$ cat config.mk
export PLATFORM = sky130hd
export DESIGN_NAME = sstf_disk_request_scheduler_core_flat
export DESIGN_NICKNAME = d
export VERILOG_FILES = /design/src/hdl/sstf_pkg.sv /design/src/hdl/sstf_ifs.sv /design/src/hdl/sstf_datapath.sv /design/src/hdl/sstf_ctrl.sv /design/src/hdl/sstf_disk_request_scheduler_core.sv /design/src/flat_wrapper.sv
export SDC_FILE = /design/constraint.sdc
export NUM_CORES = 1
export LEC_CHECK = 0
export BUFFER_PORTS_ARGS = -buffer_cell sky130_fd_sc_hd__buf_2
export CAP_MARGIN = 0
export CORE_MARGIN = 4
export CORE_UTILIZATION = 41
export CTS_CLUSTER_DIAMETER = 200
export DETAILED_ROUTE_END_ITERATION = 10
export SLEW_MARGIN = 5
export SYNTH_ARGS = -nofsm -noshare
export SYNTH_HDL_FRONTEND = slang
export SYNTH_SLANG_ARGS = --single-unit
$ cat constraint.sdc
create_clock -name clk -period 6.82 [get_ports clk]
set_input_delay 0.682 -clock clk [delete_from_list [all_inputs] [get_ports clk]]
set_output_delay 0.682 -clock clk [all_outputs]
set_load 0.02 [all_outputs]
$ cat src/hdl/sstf_pkg.sv
// Shared constants, types and datapath command codes for the SSTF scheduler.
// No dependencies; every other file in hdl/ refers to this package.
package sstf_pkg;

  localparam int QUEUE_DEPTH = 16;
  localparam int TRACK_BITS  = 16;
  localparam int TAG_W       = 8;
  localparam int STATUS_W    = 2;
  localparam int IDX_W       = $clog2(QUEUE_DEPTH);
  localparam int CNT_W       = $clog2(QUEUE_DEPTH + 1);

  localparam logic [STATUS_W-1:0] ST_OK    = 2'd0;
  localparam logic [STATUS_W-1:0] ST_EMPTY = 2'd1;
  localparam logic [STATUS_W-1:0] ST_FULL  = 2'd2;

  localparam logic MODE_ENQ = 1'b0;
  localparam logic MODE_DEQ = 1'b1;

  typedef struct packed {
    logic [TRACK_BITS-1:0] track;
    logic [TAG_W-1:0]      tag;
    logic                  wr;
  } entry_t;

  typedef enum logic [2:0] {
    OP_NOP,
    OP_LATCH,
    OP_SCAN_INIT,
    OP_SCAN,
    OP_FETCH,
    OP_SHIFT,
    OP_COMMIT
  } dp_op_t;

  typedef struct packed {
    logic mode;
    logic empty;
    logic scan_done;
    logic shift_done;
    logic out_busy;
  } dp_sts_t;

endpackage

$ cat src/hdl/sstf_ifs.sv
// Valid/ready channel interfaces for the request and response sides.
// Depends on sstf_pkg for field widths.
interface sstf_req_if;
  logic                            valid;
  logic                            ready;
  logic                            mode;
  logic [sstf_pkg::TRACK_BITS-1:0] track;
  logic [sstf_pkg::TAG_W-1:0]      request_tag;
  logic                            is_write;

  modport source (output valid, mode, track, request_tag, is_write, input ready);
  modport sink   (input valid, mode, track, request_tag, is_write, output ready);
endinterface

interface sstf_rsp_if;
  logic                            valid;
  logic                            ready;
  logic [sstf_pkg::STATUS_W-1:0]   status;
  logic [sstf_pkg::TRACK_BITS-1:0] out_track;
  logic [sstf_pkg::TAG_W-1:0]      out_tag;
  logic                            out_is_write;
  logic [sstf_pkg::CNT_W-1:0]      occupancy;

  modport source (output valid, status, out_track, out_tag, out_is_write, occupancy,
                  input ready);
  modport sink   (input valid, status, out_track, out_tag, out_is_write, occupancy,
                  output ready);
endinterface

$ cat src/hdl/sstf_datapath.sv
// Request table, seek-distance scan, compaction shift and response register.
// Driven by sstf_ctrl through sstf_pkg::dp_op_t commands; depends on sstf_pkg.
module sstf_datapath (
  input  logic                            clk,
  input  logic                            rst,
  input  sstf_pkg::dp_op_t                op,
  output sstf_pkg::dp_sts_t               sts,
  input  logic                            in_mode,
  input  logic [sstf_pkg::TRACK_BITS-1:0] in_track,
  input  logic [sstf_pkg::TAG_W-1:0]      in_tag,
  input  logic                            in_wr,
  output logic                            out_vld,
  input  logic                            out_rdy,
  output logic [sstf_pkg::STATUS_W-1:0]   out_status,
  output logic [sstf_pkg::TRACK_BITS-1:0] out_track,
  output logic [sstf_pkg::TAG_W-1:0]      out_tag,
  output logic                            out_wr,
  output logic [sstf_pkg::CNT_W-1:0]      out_occ
);

  localparam int IW = sstf_pkg::IDX_W;
  localparam int CW = sstf_pkg::CNT_W;
  localparam int TW = sstf_pkg::TRACK_BITS;

  sstf_pkg::entry_t mem [sstf_pkg::QUEUE_DEPTH];
  sstf_pkg::entry_t rd_data;
  sstf_pkg::entry_t item;
  sstf_pkg::entry_t sel;
  logic             mode;
  logic [CW-1:0]    cnt;
  logic [TW-1:0]    head;
  logic [CW-1:0]    ptr;
  logic             cmp_vld;
  logic [IW-1:0]    cmp_idx;
  logic [IW-1:0]    best_idx;
  logic [TW-1:0]    best_dist;
  logic             best_first;
  logic             sel_pend;
  logic             wr_pend;
  logic [IW-1:0]    wr_idx;

  logic [IW-1:0]    rd_addr;
  logic             issue;
  logic             full;
  logic [TW-1:0]    seek_gap;

  assign issue    = ptr < cnt;
  assign full     = cnt == CW'(sstf_pkg::QUEUE_DEPTH);
  assign seek_gap = (head >= rd_data.track) ? (head - rd_data.track) : (rd_data.track - head);

  always_comb begin
    case (op)
      sstf_pkg::OP_FETCH: rd_addr = best_idx;
      default:            rd_addr = ptr[IW-1:0];
    endcase
  end

  assign sts.mode       = mode;
  assign sts.empty      = cnt == '0;
  assign sts.scan_done  = !issue && !cmp_vld;
  assign sts.shift_done = !issue && !wr_pend && !sel_pend;
  assign sts.out_busy   = out_vld && !out_rdy;

  // table storage: one read port, one write port
  always_ff @(posedge clk) begin
    rd_data <= mem[rd_addr];
    if (wr_pend) begin
      mem[wr_idx] <= rd_data;
    end else if (op == sstf_pkg::OP_COMMIT && mode == sstf_pkg::MODE_ENQ && !full) begin
      mem[cnt[IW-1:0]] <= item;
    end
  end

  always_ff @(posedge clk) begin
    if (rst) begin
      cnt        <= '0;
      head       <= '0;
      cmp_vld    <= 1'b0;
      sel_pend   <= 1'b0;
      wr_pend    <= 1'b0;
      out_vld    <= 1'b0;
      best_first <= 1'b1;
    end else begin
      cmp_vld  <= (op == sstf_pkg::OP_SCAN) && issue;
      sel_pend <= op == sstf_pkg::OP_FETCH;
      wr_pend  <= (op == sstf_pkg::OP_SHIFT) && issue;
      if (out_vld && out_rdy && op != sstf_pkg::OP_COMMIT) begin
        out_vld <= 1'b0;
      end
      case (op)
        sstf_pkg::OP_LATCH: begin
          mode       <= in_mode;
          item.track <= in_track;
          item.tag   <= in_tag;
          item.wr    <= in_wr;
        end
        sstf_pkg::OP_SCAN_INIT: begin
          ptr        <= '0;
          best_idx   <= '0;
          best_first <= 1'b1;
        end
        sstf_pkg::OP_SCAN: begin
          if (issue) begin
            cmp_idx <= ptr[IW-1:0];
            ptr     <= ptr + CW'(1);
          end
        end
        sstf_pkg::OP_FETCH: begin
          ptr <= CW'(best_idx) + CW'(1);
        end
        sstf_pkg::OP_SHIFT: begin
          if (issue) begin
            wr_idx <= ptr[IW-1:0] - IW'(1);
            ptr    <= ptr + CW'(1);
          end
        end
        sstf_pkg::OP_COMMIT: begin
          out_vld <= 1'b1;
          if (mode == sstf_pkg::MODE_ENQ) begin
            out_track <= '0;
            out_tag   <= '0;
            out_wr    <= 1'b0;
            if (full) begin
              out_status <= sstf_pkg::ST_FULL;
              out_occ    <= cnt;
            end else begin
              out_status <= sstf_pkg::ST_OK;
              out_occ    <= cnt + CW'(1);
              cnt        <= cnt + CW'(1);
            end
          end else if (cnt == '0) begin
            out_status <= sstf_pkg::ST_EMPTY;
            out_track  <= '0;
            out_tag    <= '0;
            out_wr     <= 1'b0;
            out_occ    <= '0;
          end else begin
            out_status <= sstf_pkg::ST_OK;
            out_track  <= sel.track;
            out_tag    <= sel.tag;
            out_wr     <= sel.wr;
            out_occ    <= cnt - CW'(1);
            cnt        <= cnt - CW'(1);
            head       <= sel.track;
          end
        end
        default: begin
        end
      endcase
      // strict less-than keeps the earliest entry on equal distance
      if (cmp_vld && (best_first || seek_gap < best_dist)) begin
        best_idx   <= cmp_idx;
        best_dist  <= seek_gap;
        best_first <= 1'b0;
      end
      if (sel_pend) begin
        sel <= rd_data;
      end
    end
  end

endmodule

$ cat src/hdl/sstf_ctrl.sv
// Sequencer for the SSTF scheduler: latch, scan, fetch, shift, commit.
// Issues sstf_pkg::dp_op_t commands to sstf_datapath; depends on sstf_pkg.
module sstf_ctrl (
  input  logic               clk,
  input  logic               rst,
  input  logic               in_vld,
  output logic               in_rdy,
  input  sstf_pkg::dp_sts_t  sts,
  output sstf_pkg::dp_op_t   op
);

  typedef enum logic [2:0] {
    S_IDLE,
    S_EXEC,
    S_SCAN,
    S_FETCH,
    S_SHIFT,
    S_FINISH
  } state_t;

  state_t state;
  state_t state_next;

  always_comb begin
    state_next = state;
    op         = sstf_pkg::OP_NOP;
    case (state)
      S_IDLE: begin
        if (in_vld && in_rdy) begin
          op         = sstf_pkg::OP_LATCH;
          state_next = S_EXEC;
        end
      end
      S_EXEC: begin
        if (sts.mode == sstf_pkg::MODE_DEQ && !sts.empty) begin
          op         = sstf_pkg::OP_SCAN_INIT;
          state_next = S_SCAN;
        end else begin
          state_next = S_FINISH;
        end
      end
      S_SCAN: begin
        if (sts.scan_done) begin
          state_next = S_FETCH;
        end else begin
          op = sstf_pkg::OP_SCAN;
        end
      end
      S_FETCH: begin
        op         = sstf_pkg::OP_FETCH;
        state_next = S_SHIFT;
      end
      S_SHIFT: begin
        if (sts.shift_done) begin
          state_next = S_FINISH;
        end else begin
          op = sstf_pkg::OP_SHIFT;
        end
      end
      S_FINISH: begin
        if (!sts.out_busy) begin
          op         = sstf_pkg::OP_COMMIT;
          state_next = S_IDLE;
        end
      end
      default: begin
        state_next = S_IDLE;
      end
    endcase
  end

  always_ff @(posedge clk) begin
    if (rst) begin
      state  <= S_IDLE;
      in_rdy <= 1'b0;
    end else begin
      state  <= state_next;
      in_rdy <= state_next == S_IDLE;
    end
  end

endmodule

$ cat src/hdl/sstf_disk_request_scheduler_core.sv
// Top level of the shortest-seek-time-first disk request scheduler.
// Depends on sstf_pkg, sstf_ifs (channels), sstf_ctrl and sstf_datapath.
//
// Usage:
//   req channel: one transaction per command. mode 0 appends a request
//   (track, request_tag, is_write) to the table; mode 1 removes the pending
//   request nearest the head position (earliest arrival wins a tie) and
//   moves the head to its track.
//   rsp channel: exactly one transaction per request: status, the removed
//   request (zero on enqueue or empty), and the occupancy after the command.
// Throughput: one command at a time. Enqueue and empty dequeue pass from
//   acceptance through the execute and finish states to response valid. A
//   dequeue also scans the held entries, fetches the winner and shifts the
//   entries behind it down, one table read per cycle for the scan and one per
//   cycle to close the gap through the single read / single write table port.
// Reset: table empty, head at track 0; req.ready rises the cycle after reset is released.
// Stall: a pending response sits in its output register; a new command is
//   accepted meanwhile, and its result waits until the old one is taken.
module sstf_disk_request_scheduler_core (
  input logic        clk,
  input logic        rst,
  sstf_req_if.sink   req,
  sstf_rsp_if.source rsp
);

  sstf_pkg::dp_op_t  op;
  sstf_pkg::dp_sts_t sts;

  sstf_ctrl u_ctrl (
    .clk    (clk),
    .rst    (rst),
    .in_vld (req.valid),
    .in_rdy (req.ready),
    .sts    (sts),
    .op     (op)
  );

  sstf_datapath u_datapath (
    .clk        (clk),
    .rst        (rst),
    .op         (op),
    .sts        (sts),
    .in_mode    (req.mode),
    .in_track   (req.track),
    .in_tag     (req.request_tag),
    .in_wr      (req.is_write),
    .out_vld    (rsp.valid),
    .out_rdy    (rsp.ready),
    .out_status (rsp.status),
    .out_track  (rsp.out_track),
    .out_tag    (rsp.out_tag),
    .out_wr     (rsp.out_is_write),
    .out_occ    (rsp.occupancy)
  );

  a_occ_range: assert property (@(posedge clk) disable iff (rst)
    rsp.valid |-> rsp.occupancy <= sstf_pkg::CNT_W'(sstf_pkg::QUEUE_DEPTH))
    else $error("occupancy above table depth");

  a_full_occ: assert property (@(posedge clk) disable iff (rst)
    rsp.valid && rsp.status == sstf_pkg::ST_FULL
      |-> rsp.occupancy == sstf_pkg::CNT_W'(sstf_pkg::QUEUE_DEPTH))
    else $error("drop reported with table not full");

  a_empty_zero: assert property (@(posedge clk) disable iff (rst)
    rsp.valid && rsp.status == sstf_pkg::ST_EMPTY
      |-> rsp.occupancy == '0 && rsp.out_track == '0 && rsp.out_tag == '0)
    else $error("empty status with nonzero fields");

  a_busy_after_accept: assert property (@(posedge clk) disable iff (rst)
    req.valid && req.ready |=> !req.ready)
    else $error("second transaction accepted while busy");

endmodule

$ cat src/flat_wrapper.sv
// flat-port wrapper written by rule: the top's interface ports become plain ports
module sstf_disk_request_scheduler_core_flat 
  (clk, rst, req_valid, req_mode, req_track, req_request_tag, req_is_write, req_ready, rsp_valid, rsp_status, rsp_out_track, rsp_out_tag, rsp_out_is_write, rsp_occupancy, rsp_ready);
  sstf_req_if req_i ();
  sstf_rsp_if rsp_i ();
  input logic clk;
  input logic rst;
  input wire logic [$bits(req_i.valid)-1:0] req_valid;
  input wire logic [$bits(req_i.mode)-1:0] req_mode;
  input wire logic [$bits(req_i.track)-1:0] req_track;
  input wire logic [$bits(req_i.request_tag)-1:0] req_request_tag;
  input wire logic [$bits(req_i.is_write)-1:0] req_is_write;
  output wire logic [$bits(req_i.ready)-1:0] req_ready;
  output wire logic [$bits(rsp_i.valid)-1:0] rsp_valid;
  output wire logic [$bits(rsp_i.status)-1:0] rsp_status;
  output wire logic [$bits(rsp_i.out_track)-1:0] rsp_out_track;
  output wire logic [$bits(rsp_i.out_tag)-1:0] rsp_out_tag;
  output wire logic [$bits(rsp_i.out_is_write)-1:0] rsp_out_is_write;
  output wire logic [$bits(rsp_i.occupancy)-1:0] rsp_occupancy;
  input wire logic [$bits(rsp_i.ready)-1:0] rsp_ready;
  assign req_i.valid = req_valid;
  assign req_i.mode = req_mode;
  assign req_i.track = req_track;
  assign req_i.request_tag = req_request_tag;
  assign req_i.is_write = req_is_write;
  assign req_ready = req_i.ready;
  assign rsp_valid = rsp_i.valid;
  assign rsp_status = rsp_i.status;
  assign rsp_out_track = rsp_i.out_track;
  assign rsp_out_tag = rsp_i.out_tag;
  assign rsp_out_is_write = rsp_i.out_is_write;
  assign rsp_occupancy = rsp_i.occupancy;
  assign rsp_i.ready = rsp_ready;
  sstf_disk_request_scheduler_core u_core (.clk(clk), .rst(rst), .req(req_i), .rsp(rsp_i));
endmodule
==> flow_summary.json <==
{
  "antenna_found_initial": 3,
  "hold_viol_final": 0,
  "via_count": 15100,
  "status": "complete, no violations",
  "min_period_over_period_pct": 80.6,
  "ant_nets": 0,
  "mostFrequentLayoutCell": "edfxtp_1",
  "place_congestion": 0.880,
  "nNetsFinal": 1999,
  "synth_seq_area_share_pct": 68.6,
  "arrival_ns": 5.73,
  "dieArea_um2": 63000,
  "synth_edf_count": 516,
  "ctsResizeCount": 0,
  "place_ws_ns": 1.00,
  "syn2layout_area_growth_pct": 12.3,
  "clk_latency_ns": 0.62,
  "cts_tree": "built",
  "path_clk_slew_ns": 0.06,
  "cts_max_level": 2,
  "start_kind": "flop",
  "grt_setup_unrepaired": "false",
  "row_count": 88,
  "reg2reg_to": "u_core.u_datapath.best_dist[7]",
  "drv_cap": 0,
  "worstPathMaxFanout": 16,
  "die_h_um": 251,
  "path_class": "reg2reg",
  "drt_iter0_drc": 1305,
  "worst_pin_slew_ns": 1.18,
  "hold_ws_ns": 0.236,
  "stdcell_count": 2723,
  "cts_buffers": 56,
  "grt_usage_pct": 17.8,
  "ys.flop_type": "edfxtp_1",
  "pin_count": 64,
  "root_buffer": "clkbuf_16",
  "placed_cells": 2620,
  "maxSlewViolCount": 0,
  "wire_per_inst_um": 21.2,
  "portBuffers": 63,
  "crit_end": "u_core.u_datapath.best_dist[7]",
  "dp_hpwl_um": 32500,
  "setup_ws_ns": 1.32,
  "grt_max_degree": 201,
  "power_density_nw_per_um2": 268,
  "ir_worst_vdd_uv": 196,
  "synth-seq-cells": 571,
  "grt_pass1_vias": 14400,
  "core_um2": 58000,
  "grt_pass1_wl_um": 87500,
  "initial_core_util_pct": 41.7,
  "reg2regPathDepth": 15,
  "synth_nets": 1949,
  "ctsHoldBuffers": 0,
  "startpoint": "u_core.u_datapath.rd_data[20]",
  "cts_sinks": 571,
  "via_per_inst": 5.54,
  "fmax_mhz": 182,
  "ys_types": 62,
  "min_period_ns": 5.50,
  "grt-ovfl-total": 0,
  "reg2reg_setup_slack_ns": 1.32,
  "finalWirelength_um": 57700,
  "hold_path_class": "in2reg",
  "setup_violations": 0,
  "drc": 0,
  "drive_gt1_share_pct": 11.7,
  "firstDrtPassIters": 6,
  "tns_ns": 0,
  "yosysWarningCount": 0,
  "r2r-start": "u_core.u_datapath.rd_data[20]",
  "cts_buffer_depth": 3,
  "worstPathRequired_ns": 7.05,
  "final_cell_mix": "edfxtp_1, nand2_1, a211oi_1",
  "leakagePower_nw": 9.00,
  "n_antenna_cell": 0,
  "max_slew_margin_pct": 21.1,
  "cts_setup_buffers": 0,
  "fin_worst_skew_ns": 0.0244,
  "async_flop_share_pct": 0,
  "endpoint_kind": "flop",
  "synthCells": 1863,
  "chipWidth_um": 251,
  "synth.avg_cell_area_um2": 13.0,
  "synthesis.area_um2": 24200
}
## where the power goes
group	total, mW	switching (mW)	leakage, nW	internal, mW
combinational	0.471	0.321	3.12	0.150
sequential	3.95	0.0442	5.06	3.91
clock	2.86	1.29	0.824	1.57
## final cells by class
| class | count | area [um^2] |
|---|---|---|
| Clock buffer | 75 | 1480 |
| Clock inverter | 28 | 198 |
| Fill cell | 5057 | 30800 |
| Inverter | 68 | 255 |
| Multi-Input combinational cell | 1109 | 7010 |
| Sequential cell | 571 | 16600 |
| Tap cell | 765 | 957 |
| Timing Repair Buffer | 107 | 683 |
## critical path, stage by stage (launching register included)
cell	delay (ns)
dfxtp_1	0.36
inv_1	0.07
ha_1	0.45
a21oi_2	0.31
o211ai_2	0.17
a311oi_2	0.37
o21a_1	0.39
mux2_2	0.40
ha_1	0.28
a21boi_0	0.13
o21a_1	0.19
o2111ai_1	0.18
a31oi_1	0.14
a2111oi_0	0.63
a21oi_1	0.28
nor2_2	0.74
## metrics by stage
step	total power, mW	cell area [um^2]	utilization (%)
global placement	4.48	25500	44.0
detailed placement	4.49	25500	44.0
finish	7.28	27200	46.9
CTS	7.35	27200	46.8
floorplan	4.32	24200	-
global route	7.54	27200	46.9
## synthesized netlist by cell type, types with 8 or more instances
master	instances	area (um^2)
edfxtp_1	516	15500
nand2_1	278	1040
a211oi_1	132	991
a21oi_1	113	566
and2_1	87	544
inv_1	68	255
clkbuf_1	65	244
a31oi_1	61	382
nor2_1	57	214
dfxtp_1	55	1100
ha_1	54	676
a311oi_1	51	447
and2_0	44	275
o21ai_0	43	215
buf_2	33	165
nor3_1	20	100
nand3_1	14	70.1
mux2_2	13	146
a21o_1	12	90.1
xnor2_1	11	96.3
nor2b_1	10	62.6
mux2i_1	9	90.1
o211ai_1	9	67.6
xor2_1	8	70.1
## worst min path at each step
stage                                  from                        end  slack [ns]  depth (start not counted)
3_5_place_dp   u_core.u_datapath.rd_data[2]   u_core.u_datapath.sel[2]        0.43                          0
2_1_floorplan  u_core.u_datapath.rd_data[0]   u_core.u_datapath.sel[0]        0.40                          0
3_3_place_gp   u_core.u_datapath.rd_data[2]   u_core.u_datapath.sel[2]        0.42                          0
6_report                 req_request_tag[6]  u_core.u_datapath.item[7]        0.24                          1
5_1_grt                        req_is_write  u_core.u_datapath.item[0]        0.21                          1
4_1_cts                  req_request_tag[6]  u_core.u_datapath.item[7]        0.20                          1
## state kept, by name, indices dropped and copies added, names as in the netlist
name / count
u_core.u_ctrl.in_rdy: 1
u_core.u_ctrl.state: 3
u_core.u_datapath.best_dist: 16
u_core.u_datapath.best_first: 1
u_core.u_datapath.best_idx: 4
u_core.u_datapath.cmp_idx: 4
u_core.u_datapath.cmp_vld: 1
u_core.u_datapath.cnt: 5
u_core.u_datapath.head: 16
u_core.u_datapath.item: 25
u_core.u_datapath.mem: 400
u_core.u_datapath.mode: 1
u_core.u_datapath.out_occ: 5
u_core.u_datapath.out_status: 2
u_core.u_datapath.out_tag: 8
u_core.u_datapath.out_track: 16
u_core.u_datapath.out_vld: 1
u_core.u_datapath.out_wr: 1
u_core.u_datapath.ptr: 5
u_core.u_datapath.rd_data: 25
u_core.u_datapath.sel: 25
u_core.u_datapath.sel_pend: 1
u_core.u_datapath.wr_idx: 4
u_core.u_datapath.wr_pend: 1
## cell families (layout without fill, tap and decap cells)
| group | count (synthesis) | in the layout | share of synthesized area (%) |
|---|---|---|---|
| AOI/OAI and AO/OA | 469 | 469 | 13.0 |
| xor gates and xnor gates | 19 | 19 | 0.688 |
| adders and majority gates | 56 | 56 | 2.96 |
| buffers and inverters | 183 | 278 | 3.28 |
| DFF | 571 | 571 | 68.6 |
| muxes | 23 | 23 | 1.04 |
| and+or+nand+nor | 542 | 542 | 10.5 |
## routing by layer
| metal | routed length, um | global-route usage (%) |
|---|---|---|
| met1 | 26000 | 25.2 |
| met2 | 27500 | 29.1 |
| met3 | 3130 | 2.71 |
| met4 | 1050 | 4.31 |
| met5 | 0 | 0 |
No activity file was read; power rests on OpenSTA's default activity.
